--- src/hdl/ict_pkg.sv ---
`timescale 1ns / 1ps
package ict_pkg;

   // Store geometry
   localparam int unsigned CAPACITY  = 32;
   localparam int unsigned IDX_W     = $clog2(CAPACITY);
   localparam int unsigned CNT_W     = 6;
   localparam int unsigned GAP_LIMIT = CAPACITY + 1;

   // Request codes
   localparam logic [2:0] REQ_ADD     = 3'd0;
   localparam logic [2:0] REQ_MEMBER  = 3'd1;
   localparam logic [2:0] REQ_COUNT   = 3'd2;
   localparam logic [2:0] REQ_GAPS    = 3'd3;
   localparam logic [2:0] REQ_LARGEST = 3'd4;
   localparam logic [2:0] REQ_CLEAR   = 3'd5;

   // Result status codes
   localparam logic [1:0] STATUS_OK       = 2'd0;
   localparam logic [1:0] STATUS_INVERTED = 2'd1;
   localparam logic [1:0] STATUS_FULL     = 2'd2;

   // Saturation points
   localparam logic [32:0] TOTAL_CAP = 33'h1_0000_0000;
   localparam logic [32:0] GAP_SAT   = 33'h0_FFFF_FFFF;

   typedef struct packed {
      logic [2:0]  req_type;
      logic [31:0] lo_index;
      logic [31:0] hi_index;
      logic [6:0]  max_gaps;
   } req_item_type;

   typedef struct packed {
      logic [1:0]  status;
      logic        found;
      logic [32:0] answer;
      logic [31:0] gap_first;
      logic [31:0] gap_last;
      logic        last_result;
      logic [32:0] total_covered;
      logic [5:0]  interval_count;
      logic [31:0] dropped_count;
      logic        overflow_flag;
      logic [31:0] bound_low;
      logic [31:0] bound_high;
   } rsp_item_type;

   // Datapath operations issued by the controller
   typedef enum logic [4:0] {
      OP_NONE,
      OP_LOAD,
      OP_BAD,
      OP_ADD_START,
      OP_ADD_FIRST,
      OP_TAIL,
      OP_APPEND,
      OP_CO_INIT,
      OP_CO_SCAN,
      OP_CO_MERGE,
      OP_COPY,
      OP_CO_DONE,
      OP_SCAN_INIT,
      OP_SCAN,
      OP_MG_WRITE,
      OP_MG_DONE,
      OP_INS_INIT,
      OP_INS,
      OP_MEMBER,
      OP_COUNT,
      OP_GAP,
      OP_GAP_TAIL,
      OP_CLEAR,
      OP_EMIT
   } op_type;

   typedef struct packed {
      op_type op;
   } dp_cmd_type;

   typedef struct packed {
      logic [2:0] kind;
      logic       inverted;
      logic       store_empty;
      logic       store_full;
      logic       scan_end;
      logic       tail_extend;
      logic       tail_after;
      logic       scan_stop;
      logic       merge_found;
      logic       co_last;
      logic       ins_done;
      logic       gap_stop;
      logic       out_free;
   } dp_status_type;

   // Number of indices in an inclusive interval
   function automatic logic [32:0] span(input logic [31:0] first, input logic [31:0] last);
      return {1'b0, last} - {1'b0, first} + 33'd1;
   endfunction

endpackage

--- src/hdl/ict_datapath.sv ---
`timescale 1ns / 1ps
module ict_datapath (
   input  logic                  clock,
   input  logic                  reset,
   input  ict_pkg::dp_cmd_type   cmd,
   output ict_pkg::dp_status_type dp_status,
   input  ict_pkg::req_item_type req_item,
   output logic                  rsp_valid,
   input  logic                  rsp_ready,
   output ict_pkg::rsp_item_type rsp_item
);

   localparam int unsigned CW = ict_pkg::CNT_W;
   localparam int unsigned IW = ict_pkg::IDX_W;

   // Interval store
   logic [31:0] store_first_ff [ict_pkg::CAPACITY];
   logic [31:0] store_last_ff  [ict_pkg::CAPACITY];

   // Architectural state
   logic [CW-1:0] count_ff, count_in;
   logic [32:0]   total_ff, total_in;
   logic [31:0]   drop_ff, drop_in;
   logic          ovf_ff, ovf_in;
   logic          bseen_ff, bseen_in;
   logic [31:0]   blo_ff, blo_in;
   logic [31:0]   bhi_ff, bhi_in;

   // Request and working registers
   logic [2:0]    kind_ff, kind_in;
   logic [31:0]   a_ff, a_in;
   logic [31:0]   b_ff, b_in;
   logic [6:0]    limit_ff, limit_in;
   logic [CW-1:0] idx_ff, idx_in;
   logic [CW-1:0] pos_ff, pos_in;
   logic [CW-1:0] me_ff, me_in;
   logic [CW-1:0] shift_ff, shift_in;
   logic [CW-1:0] best_ff, best_in;
   logic [32:0]   min_gap_ff, min_gap_in;
   logic [31:0]   prev_ff, prev_in;
   logic [31:0]   mf_ff, mf_in;
   logic [31:0]   ml_ff, ml_in;
   logic [37:0]   before_ff, before_in;
   logic [32:0]   acc_ff, acc_in;
   logic          hit_ff, hit_in;
   logic [32:0]   cursor_ff, cursor_in;
   logic [32:0]   largest_ff, largest_in;
   logic [6:0]    written_ff, written_in;
   logic          pend_v_ff, pend_v_in;
   logic [31:0]   pend_first_ff, pend_first_in;
   logic [31:0]   pend_last_ff, pend_last_in;
   logic [1:0]    stcode_ff, stcode_in;
   logic          rsp_valid_ff, rsp_valid_in;
   ict_pkg::rsp_item_type rsp_ff, rsp_in;

   // Store access
   logic [CW-1:0] rd_addr;
   logic [31:0]   rd_first, rd_last;
   logic          wr_en, wr_first_en;
   logic [CW-1:0] wr_addr;
   logic [31:0]   wr_first, wr_last;

   // Shared arithmetic
   logic [32:0]   next_cur, g_width, tail_width, co_gap, add_val, sum_bound;
   logic [33:0]   total_sum;
   logic [37:0]   merge_diff;
   logic          g_hit, out_free, add_en, emit_gap, emit_final, co_better;
   logic [CW-1:0] best_sel;
   logic [31:0]   win_lo, win_hi;

   assign rd_addr  = (cmd.op == ict_pkg::OP_INS) ? idx_ff - CW'(1) : idx_ff;
   assign rd_first = store_first_ff[rd_addr[IW-1:0]];
   assign rd_last  = store_last_ff[rd_addr[IW-1:0]];

   assign next_cur   = {1'b0, rd_last} + 33'd1;
   assign g_hit      = {1'b0, rd_first} > cursor_ff;
   assign g_width    = {1'b0, rd_first} - cursor_ff;
   assign tail_width = {1'b0, b_ff} - cursor_ff + 33'd1;
   assign co_gap     = {1'b0, rd_first} - {1'b0, prev_ff};
   assign co_better  = (idx_ff != '0) && (co_gap < min_gap_ff);
   assign best_sel   = co_better ? idx_ff - CW'(1) : best_ff;
   assign sum_bound  = {1'b0, b_ff} + 33'd1;
   assign merge_diff = {5'b0, ict_pkg::span(mf_ff, ml_ff)} - before_ff;
   assign out_free   = !rsp_valid_ff || rsp_ready;
   assign win_lo     = (rd_first > a_ff) ? rd_first : a_ff;
   assign win_hi     = (rd_last < b_ff) ? rd_last : b_ff;

   // Status to the controller
   always_comb begin
      dp_status.kind        = kind_ff;
      dp_status.inverted    = a_ff > b_ff;
      dp_status.store_empty = count_ff == '0;
      dp_status.store_full  = count_ff >= CW'(ict_pkg::CAPACITY);
      dp_status.scan_end    = idx_ff >= count_ff;
      dp_status.tail_extend = (a_ff >= rd_first) && ({1'b0, a_ff} <= next_cur);
      dp_status.tail_after  = {1'b0, a_ff} > next_cur;
      dp_status.scan_stop   = (next_cur >= {1'b0, a_ff}) && ({1'b0, rd_first} > sum_bound);
      dp_status.merge_found = me_ff > pos_ff;
      dp_status.co_last     = idx_ff == count_ff - CW'(1);
      dp_status.ins_done    = idx_ff == pos_ff;
      dp_status.gap_stop    = (written_ff >= limit_ff) || ((rd_last >= a_ff) && (rd_first > b_ff));
      dp_status.out_free    = out_free;
   end

   // Operation decode
   always_comb begin
      count_in = count_ff;   total_in = total_ff;     drop_in = drop_ff;
      ovf_in = ovf_ff;       bseen_in = bseen_ff;     blo_in = blo_ff;     bhi_in = bhi_ff;
      kind_in = kind_ff;     a_in = a_ff;             b_in = b_ff;         limit_in = limit_ff;
      idx_in = idx_ff;       pos_in = pos_ff;         me_in = me_ff;       shift_in = shift_ff;
      best_in = best_ff;     min_gap_in = min_gap_ff; prev_in = prev_ff;
      mf_in = mf_ff;         ml_in = ml_ff;           before_in = before_ff;
      acc_in = acc_ff;       hit_in = hit_ff;         cursor_in = cursor_ff;
      largest_in = largest_ff; written_in = written_ff; pend_v_in = pend_v_ff;
      pend_first_in = pend_first_ff; pend_last_in = pend_last_ff; stcode_in = stcode_ff;
      wr_en = 1'b0;  wr_first_en = 1'b1;  wr_addr = idx_ff;
      wr_first = rd_first;  wr_last = rd_last;
      add_en = 1'b0;  add_val = '0;  emit_gap = 1'b0;  emit_final = 1'b0;

      unique case (cmd.op)
         ict_pkg::OP_NONE: begin
         end
         ict_pkg::OP_LOAD: begin
            kind_in = req_item.req_type;
            a_in    = req_item.lo_index;
            b_in    = req_item.hi_index;
            if (req_item.req_type == ict_pkg::REQ_LARGEST ||
                req_item.max_gaps > 7'(ict_pkg::GAP_LIMIT)) begin
               limit_in = 7'(ict_pkg::GAP_LIMIT);
            end else begin
               limit_in = req_item.max_gaps;
            end
            idx_in = '0;  acc_in = '0;  hit_in = 1'b0;
            cursor_in = {1'b0, req_item.lo_index};
            largest_in = '0;  written_in = '0;  pend_v_in = 1'b0;
            stcode_in = ict_pkg::STATUS_OK;
         end
         ict_pkg::OP_BAD: begin
            stcode_in = ict_pkg::STATUS_INVERTED;
         end
         ict_pkg::OP_ADD_START: begin
            bseen_in = 1'b1;
            blo_in = (!bseen_ff || a_ff < blo_ff) ? a_ff : blo_ff;
            bhi_in = (!bseen_ff || b_ff > bhi_ff) ? b_ff : bhi_ff;
            idx_in = (count_ff == '0) ? '0 : count_ff - CW'(1);
         end
         ict_pkg::OP_ADD_FIRST: begin
            wr_en = 1'b1;  wr_addr = '0;  wr_first = a_ff;  wr_last = b_ff;
            count_in = CW'(1);
            add_en = 1'b1;  add_val = ict_pkg::span(a_ff, b_ff);
         end
         ict_pkg::OP_TAIL: begin
            if (b_ff > rd_last) begin
               wr_en = 1'b1;  wr_first_en = 1'b0;  wr_last = b_ff;
               add_en = 1'b1;  add_val = {1'b0, b_ff} - {1'b0, rd_last};
            end
         end
         ict_pkg::OP_APPEND: begin
            wr_en = 1'b1;  wr_addr = count_ff;  wr_first = a_ff;  wr_last = b_ff;
            count_in = count_ff + CW'(1);
            add_en = 1'b1;  add_val = ict_pkg::span(a_ff, b_ff);
         end
         ict_pkg::OP_CO_INIT: begin
            idx_in = '0;  best_in = '0;  min_gap_in = '1;
         end
         ict_pkg::OP_CO_SCAN: begin
            if (co_better) begin
               best_in = best_sel;
               min_gap_in = co_gap;
            end
            prev_in = rd_last;
            idx_in = (idx_ff == count_ff - CW'(1)) ? best_sel + CW'(1) : idx_ff + CW'(1);
         end
         ict_pkg::OP_CO_MERGE: begin
            // last of the closer pair absorbs the next interval
            wr_en = 1'b1;  wr_first_en = 1'b0;  wr_addr = best_ff;  wr_last = rd_last;
            shift_in = CW'(1);
            idx_in = idx_ff + CW'(1);
         end
         ict_pkg::OP_COPY: begin
            wr_en = 1'b1;  wr_addr = idx_ff - shift_ff;
            idx_in = idx_ff + CW'(1);
         end
         ict_pkg::OP_CO_DONE: begin
            count_in = count_ff - CW'(1);
            drop_in = (drop_ff == '1) ? drop_ff : drop_ff + 32'd1;
            ovf_in = 1'b1;
            idx_in = '0;  pos_in = '0;  me_in = '0;
            mf_in = a_ff;  ml_in = b_ff;  before_in = '0;
         end
         ict_pkg::OP_SCAN_INIT: begin
            idx_in = '0;  pos_in = '0;  me_in = '0;
            mf_in = a_ff;  ml_in = b_ff;  before_in = '0;
         end
         ict_pkg::OP_SCAN: begin
            if (next_cur < {1'b0, a_ff}) begin
               pos_in = idx_ff + CW'(1);
               me_in  = idx_ff + CW'(1);
            end else begin
               me_in = idx_ff + CW'(1);
               if (rd_first < mf_ff) mf_in = rd_first;
               if (rd_last > ml_ff) ml_in = rd_last;
               before_in = before_ff + {5'b0, ict_pkg::span(rd_first, rd_last)};
            end
            idx_in = idx_ff + CW'(1);
         end
         ict_pkg::OP_MG_WRITE: begin
            wr_en = 1'b1;  wr_addr = pos_ff;  wr_first = mf_ff;  wr_last = ml_ff;
            shift_in = me_ff - pos_ff - CW'(1);
            idx_in = me_ff;
         end
         ict_pkg::OP_MG_DONE: begin
            count_in = count_ff - shift_ff;
            add_en = 1'b1;  add_val = merge_diff[32:0];
         end
         ict_pkg::OP_INS_INIT: begin
            idx_in = count_ff;
         end
         ict_pkg::OP_INS: begin
            if (idx_ff == pos_ff) begin
               wr_en = 1'b1;  wr_addr = pos_ff;  wr_first = a_ff;  wr_last = b_ff;
               count_in = count_ff + CW'(1);
               add_en = 1'b1;  add_val = ict_pkg::span(a_ff, b_ff);
            end else begin
               // open a slot: entry below moves up one
               wr_en = 1'b1;  wr_addr = idx_ff;
               idx_in = idx_ff - CW'(1);
            end
         end
         ict_pkg::OP_MEMBER: begin
            if (a_ff >= rd_first && a_ff <= rd_last) hit_in = 1'b1;
            idx_in = idx_ff + CW'(1);
         end
         ict_pkg::OP_COUNT: begin
            if (win_lo <= win_hi) acc_in = acc_ff + ict_pkg::span(win_lo, win_hi);
            idx_in = idx_ff + CW'(1);
         end
         ict_pkg::OP_GAP: begin
            if (rd_last < a_ff) begin
               idx_in = idx_ff + CW'(1);
            end else if (!(g_hit && kind_ff == ict_pkg::REQ_GAPS && pend_v_ff && !out_free)) begin
               if (g_hit) begin
                  if (g_width > largest_ff) largest_in = g_width;
                  written_in = written_ff + 7'd1;
                  emit_gap = pend_v_ff && (kind_ff == ict_pkg::REQ_GAPS);
                  pend_v_in = 1'b1;
                  pend_first_in = cursor_ff[31:0];
                  pend_last_in = rd_first - 32'd1;
               end
               if (next_cur > cursor_ff) cursor_in = next_cur;
               idx_in = idx_ff + CW'(1);
            end
         end
         ict_pkg::OP_GAP_TAIL: begin
            if (written_ff < limit_ff && cursor_ff <= {1'b0, b_ff}) begin
               if (tail_width > largest_ff) largest_in = tail_width;
               written_in = written_ff + 7'd1;
               emit_gap = pend_v_ff && (kind_ff == ict_pkg::REQ_GAPS);
               pend_v_in = 1'b1;
               pend_first_in = cursor_ff[31:0];
               pend_last_in = b_ff;
            end
         end
         ict_pkg::OP_CLEAR: begin
            count_in = '0;  total_in = '0;  drop_in = '0;  ovf_in = 1'b0;
            bseen_in = 1'b0;  blo_in = '0;  bhi_in = '0;
         end
         ict_pkg::OP_EMIT: begin
            emit_final = 1'b1;
         end
         default: begin
         end
      endcase

      // Saturating covered total
      total_sum = {1'b0, total_ff} + {1'b0, add_val};
      if (add_en) begin
         total_in = (total_sum > {1'b0, ict_pkg::TOTAL_CAP}) ? ict_pkg::TOTAL_CAP : total_sum[32:0];
      end

      // Result register
      rsp_in = rsp_ff;
      rsp_valid_in = rsp_valid_ff && !rsp_ready;
      if (emit_gap || emit_final) begin
         rsp_valid_in          = 1'b1;
         rsp_in.status         = ict_pkg::STATUS_OK;
         rsp_in.found          = 1'b0;
         rsp_in.answer         = '0;
         rsp_in.gap_first      = '0;
         rsp_in.gap_last       = '0;
         rsp_in.last_result    = emit_final;
         rsp_in.total_covered  = total_ff;
         rsp_in.interval_count = count_ff;
         rsp_in.dropped_count  = drop_ff;
         rsp_in.overflow_flag  = ovf_ff;
         rsp_in.bound_low      = blo_ff;
         rsp_in.bound_high     = bhi_ff;
         if (emit_gap || (kind_ff == ict_pkg::REQ_GAPS && pend_v_ff)) begin
            rsp_in.found     = 1'b1;
            rsp_in.gap_first = pend_first_ff;
            rsp_in.gap_last  = pend_last_ff;
         end else begin
            case (kind_ff)
               ict_pkg::REQ_ADD:     rsp_in.status = stcode_ff;
               ict_pkg::REQ_MEMBER:  rsp_in.found  = hit_ff;
               ict_pkg::REQ_COUNT:   rsp_in.answer = acc_ff;
               ict_pkg::REQ_LARGEST: rsp_in.answer = (largest_ff > ict_pkg::GAP_SAT) ?
                                                     ict_pkg::GAP_SAT : largest_ff;
               default: begin
               end
            endcase
         end
      end
   end

   // Store write port
   always_ff @(posedge clock) begin
      if (wr_en) begin
         if (wr_first_en) store_first_ff[wr_addr[IW-1:0]] <= wr_first;
         store_last_ff[wr_addr[IW-1:0]] <= wr_last;
      end
   end

   // Control and counters
   always_ff @(posedge clock) begin
      if (reset) begin
         count_ff <= '0;  total_ff <= '0;  drop_ff <= '0;  ovf_ff <= 1'b0;
         bseen_ff <= 1'b0;  blo_ff <= '0;  bhi_ff <= '0;  rsp_valid_ff <= 1'b0;
      end else begin
         count_ff <= count_in;  total_ff <= total_in;  drop_ff <= drop_in;  ovf_ff <= ovf_in;
         bseen_ff <= bseen_in;  blo_ff <= blo_in;  bhi_ff <= bhi_in;  rsp_valid_ff <= rsp_valid_in;
      end
   end

   // Working registers
   always_ff @(posedge clock) begin
      kind_ff <= kind_in;  a_ff <= a_in;  b_ff <= b_in;  limit_ff <= limit_in;
      idx_ff <= idx_in;  pos_ff <= pos_in;  me_ff <= me_in;  shift_ff <= shift_in;
      best_ff <= best_in;  min_gap_ff <= min_gap_in;  prev_ff <= prev_in;
      mf_ff <= mf_in;  ml_ff <= ml_in;  before_ff <= before_in;
      acc_ff <= acc_in;  hit_ff <= hit_in;  cursor_ff <= cursor_in;
      largest_ff <= largest_in;  written_ff <= written_in;  pend_v_ff <= pend_v_in;
      pend_first_ff <= pend_first_in;  pend_last_ff <= pend_last_in;  stcode_ff <= stcode_in;
      rsp_ff <= rsp_in;
   end

   assign rsp_valid = rsp_valid_ff;
   assign rsp_item  = rsp_ff;

endmodule

--- src/hdl/ict_ctrl.sv ---
`timescale 1ns / 1ps
module ict_ctrl (
   input  logic                   clock,
   input  logic                   reset,
   input  logic                   req_valid,
   output logic                   req_ready,
   output ict_pkg::dp_cmd_type    cmd,
   input  ict_pkg::dp_status_type dp_status
);

   typedef enum logic [4:0] {
      S_IDLE,
      S_DISPATCH,
      S_ADD_FIRST,
      S_TAIL,
      S_APPEND,
      S_CO_SCAN,
      S_CO_MERGE,
      S_CO_COPY,
      S_SCAN,
      S_MG_COPY,
      S_INS,
      S_MEMBER,
      S_COUNT,
      S_GAP,
      S_GAP_TAIL,
      S_EMIT
   } state_type;

   state_type state_ff, state_in;
   logic      req_ready_ff;
   logic      ret_scan_ff, ret_scan_in;

   // Next state and command
   always_comb begin
      state_in    = state_ff;
      ret_scan_in = ret_scan_ff;
      cmd.op      = ict_pkg::OP_NONE;
      unique case (state_ff)
         S_IDLE: begin
            if (req_valid && req_ready_ff) begin
               cmd.op = ict_pkg::OP_LOAD;
               state_in = S_DISPATCH;
            end
         end
         S_DISPATCH: begin
            unique case (dp_status.kind) inside
               ict_pkg::REQ_ADD: begin
                  if (dp_status.inverted) begin
                     cmd.op = ict_pkg::OP_BAD;
                     state_in = S_EMIT;
                  end else begin
                     cmd.op = ict_pkg::OP_ADD_START;
                     state_in = dp_status.store_empty ? S_ADD_FIRST : S_TAIL;
                  end
               end
               ict_pkg::REQ_MEMBER: state_in = S_MEMBER;
               ict_pkg::REQ_COUNT:  state_in = dp_status.inverted ? S_EMIT : S_COUNT;
               ict_pkg::REQ_GAPS, ict_pkg::REQ_LARGEST: begin
                  state_in = dp_status.inverted ? S_EMIT : S_GAP;
               end
               ict_pkg::REQ_CLEAR: begin
                  cmd.op = ict_pkg::OP_CLEAR;
                  state_in = S_EMIT;
               end
               default: state_in = S_EMIT;
            endcase
         end
         S_ADD_FIRST: begin
            cmd.op = ict_pkg::OP_ADD_FIRST;
            state_in = S_EMIT;
         end
         S_TAIL: begin
            if (dp_status.tail_extend) begin
               cmd.op = ict_pkg::OP_TAIL;
               state_in = S_EMIT;
            end else if (dp_status.tail_after) begin
               if (dp_status.store_full) begin
                  cmd.op = ict_pkg::OP_CO_INIT;
                  ret_scan_in = 1'b0;
                  state_in = S_CO_SCAN;
               end else begin
                  state_in = S_APPEND;
               end
            end else begin
               cmd.op = ict_pkg::OP_SCAN_INIT;
               state_in = S_SCAN;
            end
         end
         S_APPEND: begin
            cmd.op = ict_pkg::OP_APPEND;
            state_in = S_EMIT;
         end
         S_CO_SCAN: begin
            cmd.op = ict_pkg::OP_CO_SCAN;
            if (dp_status.co_last) state_in = S_CO_MERGE;
         end
         S_CO_MERGE: begin
            cmd.op = ict_pkg::OP_CO_MERGE;
            state_in = S_CO_COPY;
         end
         S_CO_COPY: begin
            if (dp_status.scan_end) begin
               cmd.op = ict_pkg::OP_CO_DONE;
               state_in = ret_scan_ff ? S_SCAN : S_APPEND;
            end else begin
               cmd.op = ict_pkg::OP_COPY;
            end
         end
         S_SCAN: begin
            if (dp_status.scan_end || dp_status.scan_stop) begin
               if (dp_status.merge_found) begin
                  cmd.op = ict_pkg::OP_MG_WRITE;
                  state_in = S_MG_COPY;
               end else if (dp_status.store_full) begin
                  cmd.op = ict_pkg::OP_CO_INIT;
                  ret_scan_in = 1'b1;
                  state_in = S_CO_SCAN;
               end else begin
                  cmd.op = ict_pkg::OP_INS_INIT;
                  state_in = S_INS;
               end
            end else begin
               cmd.op = ict_pkg::OP_SCAN;
            end
         end
         S_MG_COPY: begin
            if (dp_status.scan_end) begin
               cmd.op = ict_pkg::OP_MG_DONE;
               state_in = S_EMIT;
            end else begin
               cmd.op = ict_pkg::OP_COPY;
            end
         end
         S_INS: begin
            cmd.op = ict_pkg::OP_INS;
            if (dp_status.ins_done) state_in = S_EMIT;
         end
         S_MEMBER: begin
            if (dp_status.scan_end) state_in = S_EMIT;
            else cmd.op = ict_pkg::OP_MEMBER;
         end
         S_COUNT: begin
            if (dp_status.scan_end) state_in = S_EMIT;
            else cmd.op = ict_pkg::OP_COUNT;
         end
         S_GAP: begin
            if (dp_status.scan_end || dp_status.gap_stop) state_in = S_GAP_TAIL;
            else cmd.op = ict_pkg::OP_GAP;
         end
         S_GAP_TAIL: begin
            if (dp_status.out_free) begin
               cmd.op = ict_pkg::OP_GAP_TAIL;
               state_in = S_EMIT;
            end
         end
         S_EMIT: begin
            if (dp_status.out_free) begin
               cmd.op = ict_pkg::OP_EMIT;
               state_in = S_IDLE;
            end
         end
         default: state_in = S_IDLE;
      endcase
   end

   // State and registered ready
   always_ff @(posedge clock) begin
      if (reset) begin
         state_ff     <= S_IDLE;
         req_ready_ff <= 1'b1;
         ret_scan_ff  <= 1'b0;
      end else begin
         state_ff     <= state_in;
         req_ready_ff <= (state_in == S_IDLE);
         ret_scan_ff  <= ret_scan_in;
      end
   end

   assign req_ready = req_ready_ff;

endmodule

--- src/hdl/interval_coverage_tracker.sv ---
`timescale 1ns / 1ps
// An add that meets a full store may scan, coalesce a pair, rescan and shift.
// Throughput: one item at a time; the store is walked one entry per cycle over
// its single read port, and gap lists emit one item per cycle, when not stalled.
// Reset: synchronous; empties the store, zeroes counters, flag and bounds.
module interval_coverage_tracker (
   input  logic                  clock,
   input  logic                  reset,
   input  logic                  req_valid,
   output logic                  req_ready,
   input  ict_pkg::req_item_type req_item,
   output logic                  rsp_valid,
   input  logic                  rsp_ready,
   output ict_pkg::rsp_item_type rsp_item
);

   ict_pkg::dp_cmd_type    cmd;
   ict_pkg::dp_status_type dp_status;

   ict_ctrl u_ctrl (
      .clock     (clock),
      .reset     (reset),
      .req_valid (req_valid),
      .req_ready (req_ready),
      .cmd       (cmd),
      .dp_status (dp_status)
   );

   ict_datapath u_datapath (
      .clock     (clock),
      .reset     (reset),
      .cmd       (cmd),
      .dp_status (dp_status),
      .req_item  (req_item),
      .rsp_valid (rsp_valid),
      .rsp_ready (rsp_ready),
      .rsp_item  (rsp_item)
   );

   // An accepted item closes the input until its results are out
   assert property (@(posedge clock) disable iff (reset)
      (req_valid && req_ready) |=> !req_ready)
      else $error("input stayed open after accept");

   // The datapath only loads a new item while the controller is idle
   assert property (@(posedge clock) disable iff (reset)
      req_ready |-> (cmd.op == ict_pkg::OP_NONE || cmd.op == ict_pkg::OP_LOAD))
      else $error("datapath busy while idle");

   // Store never holds more than its capacity
   assert property (@(posedge clock) disable iff (reset)
      rsp_valid |-> (rsp_item.interval_count <= 6'(ict_pkg::CAPACITY)))
      else $error("interval count beyond capacity");

   // Covered total saturates
   assert property (@(posedge clock) disable iff (reset)
      rsp_valid |-> (rsp_item.total_covered <= ict_pkg::TOTAL_CAP))
      else $error("covered total beyond saturation");

endmodule

--- config.mk ---
export PLATFORM = sky130hd
export DESIGN_NAME = interval_coverage_tracker
export DESIGN_NICKNAME = d
export VERILOG_FILES = /design/src/hdl/ict_pkg.sv /design/src/hdl/ict_datapath.sv /design/src/hdl/ict_ctrl.sv /design/src/hdl/interval_coverage_tracker.sv
export SDC_FILE = /design/constraint.sdc
export NUM_CORES = 2
export LEC_CHECK = 0
export BUFFER_PORTS_ARGS = -buffer_cell sky130_fd_sc_hd__buf_2
export CAP_MARGIN = 20
export CORE_ASPECT_RATIO = 1.1
export CORE_MARGIN = 2
export CORE_UTILIZATION = 60
export CTS_CLUSTER_SIZE = 8
export DETAILED_ROUTE_END_ITERATION = 10
export GPL_ROUTABILITY_DRIVEN = 1
export HOLD_SLACK_MARGIN = 0.05
export PLACE_DENSITY = 0.78
export REMOVE_ABC_BUFFERS = 1
export SLEW_MARGIN = 10
export SYNTH_ARGS = -nofsm -noshare
export SYNTH_HDL_FRONTEND = slang
export SYNTH_SLANG_ARGS = --single-unit
--- constraint.sdc ---
create_clock -name clock -period 22.3 [get_ports clock]
set_input_delay 2.23 -clock clock [delete_from_list [all_inputs] [get_ports clock]]
set_output_delay 2.23 -clock clock [all_outputs]
set_load 0.005 [all_outputs]
==> flow_metrics.py <==
metrics = {
    "critical_path": {
        "reg2reg_slack_ns": 5.79,
        "path_max_fanout": 82,
        "endpoint_kind": "flop",
        "setup.worst_path.start_class": "flop",
        "crit_arrival_ns": 17.23,
        "critical_path_class": "reg2reg",
        "cp.required_ns": 23.02,
        "timing.rr.end": "u_datapath.total_ff[19]$_SDFFE_PP0P_",
        "crit_path_frequent_cell": "buf_4",
        "ff2ff_path_depth": 49,
        "rr_startpoint": "u_ctrl.state_ff[4]$_SDFF_PP0_",
        "cp_top_family": "compound AO/OA/AOI/OAI gates",
        "cp.buffers_inverters": 8,
        "crit_slowest_cell": "buf_4",
        "max_stage_delay_ns": 0.85,
    },
    "timing": {
        "min_period_ns": 16.51,
        "setup_slack_ns": 5.79,
        "grt_setup_unrepaired": "false",
        "drv_slew": 2,
        "hold_viol": 0,
        "relSlewSlack_pct": -0.868,
        "worst_clock_skew_ns": 0.0890,
        "worst_slew_pin_slew_ns": 1.51,
        "fmax_mhz": 60.6,
        "fin_crit_sh_pct": 74.0,
        "setup-tns-final_ns": 0,
        "setup_viol": 0,
    },
    "power_and_ir_drop": {
        "peakVddDrop_mv": 0.0850,
        "total_power_mw": 14.4,
        "p_per_area_nw_per_um2": 88.3,
        "power.leakage_nw": 60.7,
    },
    "clock_network": {
        "clockBufferDepth": 4,
        "ctsResizeCount": 0,
        "clkSlewWorstSetupHoldPaths_ns": 0.05,
        "htree_levels": 5,
        "numCtsBuffers": 404,
        "holdBufCountCts": 0,
        "clkLatencyLatePin_ns": 0.96,
        "cts_setup_buffers": 0,
        "cts_tree": "built",
        "cts.sinks": 2868,
        "root_buffer": "clkbuf_16",
    },
    "yosys": {
        "synthArstFlopShare_pct": 0,
        "ys_seq_elements": 2868,
        "yosysTopAreaCell": "edfxtp_1",
        "synth_ff_type": "edfxtp_1",
        "yosysTopAreaCellShare_pct": 56.6,
        "synth_area_leaders": "edfxtp_1 (57%), ha_1 (8.8%), mux4_2 (8.4%)",
        "syn_avg_cell_area_sq_um": 14.0,
        "yosysUniqueCellTypes": 103,
        "synth_common_cells": "edfxtp_1 (2,723), ha_1 (1,022), inv_1 (737)",
        "synthCells": 10300,
        "synth-edff-count": 2723,
        "synthesis.area_sq_um": 145000,
        "yosysMostFrequentCell": "edfxtp_1",
        "synth.yosys.seq_area_share_pct": 58.6,
        "yosysWarnings": 189,
    },
    "routing": {
        "via_per_inst": 7.06,
        "ant_nets": 0,
        "drtPass1Iterations": 8,
        "vias": 101000,
        "wl_per_cell_microns": 36.9,
        "drt_wl_total_microns": 526000,
        "drt_iter0_drc": 15300,
        "drc": 0,
    },
    "placement": {
        "place_congestion": 1.05,
        "dp_slack_ns": 6.40,
        "dpl.hpwl_microns": 324000,
        "io_buffers": 315,
    },
    "floorplanning": {
        "num_rows": 188,
        "die-area_sq_um": 245000,
        "initial_core_util_pct": 60.5,
        "die_h_microns": 519,
        "ioPinCount": 317,
        "fp.dieW_microns": 472,
        "coreArea_sq_um": 239000,
    },
    "global_route": {
        "antenna_found_initial": 19,
        "grt_pass1_wl_microns": 720000,
        "overflow": 0,
        "grt_max_degree": 142,
        "grt_usage_pct": 41.4,
        "grt_pass1_vias": 99600,
    },
    "final_layout": {
        "final_nets": 12200,
        "fill_cells": 15600,
        "area_growth_pct": 12.6,
        "drive_above_1_share_pct": 16.6,
    },
    "hold_path": {
        "hp-start": "u_datapath.bhi_ff[28]$_SDFFE_PP0P_",
        "hp-class": "reg2reg",
        "holdPathEnd": "u_datapath.rsp_item[28]$_DFFE_PP_",
        "min_delay_path_depth": 0,
    },
    "run_status": {
        "outcome": "finished, violations left",
        "violations": "slew limit",
    },
    "run": {
        "cap_violations": 0,
    },
}
==> worst max-delay path by stage <==
stage,depth (start not counted),to,startpoint
finish,49,u_datapath.total_ff[19]$_SDFFE_PP0P_,u_ctrl.state_ff[4]$_SDFF_PP0_
global route,50,u_datapath.total_ff[19]$_SDFFE_PP0P_,u_ctrl.state_ff[4]$_SDFF_PP0_
CTS,49,u_datapath.total_ff[19]$_SDFFE_PP0P_,u_ctrl.state_ff[4]$_SDFF_PP0_
detailed placement,49,u_datapath.total_ff[4]$_SDFFE_PP0P_,u_ctrl.state_ff[4]$_SDFF_PP0_
global placement,49,u_datapath.total_ff[5]$_SDFFE_PP0P_,u_ctrl.state_ff[4]$_SDFF_PP0_
floorplan,23,u_datapath.rsp_item[0]$_DFFE_PP_,u_datapath.idx_ff[0]$_DFFE_PP_
==> power breakdown <==
part	switching [mW]	internal, mW
Combinational	1.70	0.965
Clock	2.37	3.28
Sequential	0.0214	6.03
Total	4.10	10.3
==> cell families after synthesis <==
family          after synthesis  synth area share [%]
fa+ha+maj                  1098                  9.90
other cells                   1               0.00259
flops                      2868                  58.6
mux                         761                  9.94
buf+inv                    1089                  3.25
compound gates             1785                  8.09
simple gates               2289                  7.68
xor+xnor                    419                  2.55
==> worst register-to-register path: cells and delay by family (launching register included) <==
family	cells	cell delay [ns]
AND/OR/NAND/NOR	16	3.95
buffers and inverters	8	4.11
multiplexers	3	1.64
AO/OA/AOI/OAI	18	4.41
XOR/XNOR	1	0.26
adder cells (fa/ha/maj)	3	1.36
flip-flops	1	0.59
==> final cells by class <==
cell class	instances	area, sq um	area share [%]
sequential	2868	84700	52.0
inverter	741	2790	1.71
multi-input combinational	6355	56100	34.5
clock inverter	20	278	0.171
timing repair buffer	642	4300	2.64
tap	3135	3920	2.41
antenna	4	10.0	0.00615
clock buffer	497	10600	6.52
==> layout by cell type, fill, tap and decap left out, types with 84 or more instances in the layout <==
cell | Yosys | final
nand2b_1 | 146 | 146
xnor2_1 | 279 | 276
inv_1 | 737 | 734
dfxtp_1 | 145 | 145
edfxtp_1 | 2723 | 2723
nor2_1 | 617 | 558
nand3_1 | 180 | 180
nand2_1 | 572 | 568
a21o_1 | 182 | 182
nand4_1 | 138 | 138
xor2_1 | 138 | 138
mux4_2 | 536 | 536
a22oi_1 | 150 | 150
o21ai_0 | 447 | 408
a21oi_1 | 442 | 440
ha_1 | 1022 | 1021
mux2i_1 | 204 | 202
clkbuf_1 | 192 | 84
nor3_1 | 147 | 142
and2_1 | 102 | 102
clkbuf_16 | 0 | 409
nor2b_1 | 139 | 133
buf_2 | 47 | 315
buf_4 | 35 | 300
==> state kept, by name, summed over array words and instances (netlist names), 33 cells and up <==
register	flops
u_datapath.store_first_ff	1024
u_datapath.before_ff	33
u_datapath.largest_ff	33
u_datapath.rsp_item	236
u_datapath.store_last_ff	1024
u_datapath.min_gap_ff	33
u_datapath.total_ff	33
u_datapath.acc_ff	33
u_datapath.cursor_ff	33
==> routing by layer <==
layer  wire length [microns]  vias up  GRT usage, %
met5                     128        -             0
met1                  174000    49500          50.6
met4                   47900       12          29.8
met2                  240000     8533          65.0
met3                   63400     2042          9.55
li1                        -    40600             -
==> per-stage QoR <==
step	cells	util, %	instance area [sq um]	hold WS [ns]
floorplan	9964	-	143000	0.409
global placement	13700	63.3	151000	0.443
detailed placement	13700	63.4	151000	0.448
CTS	14200	67.9	162000	0.457
global route	14300	68.1	163000	0.476
finish	14300	68.1	163000	0.455
Power figures use the tool's default switching activity.
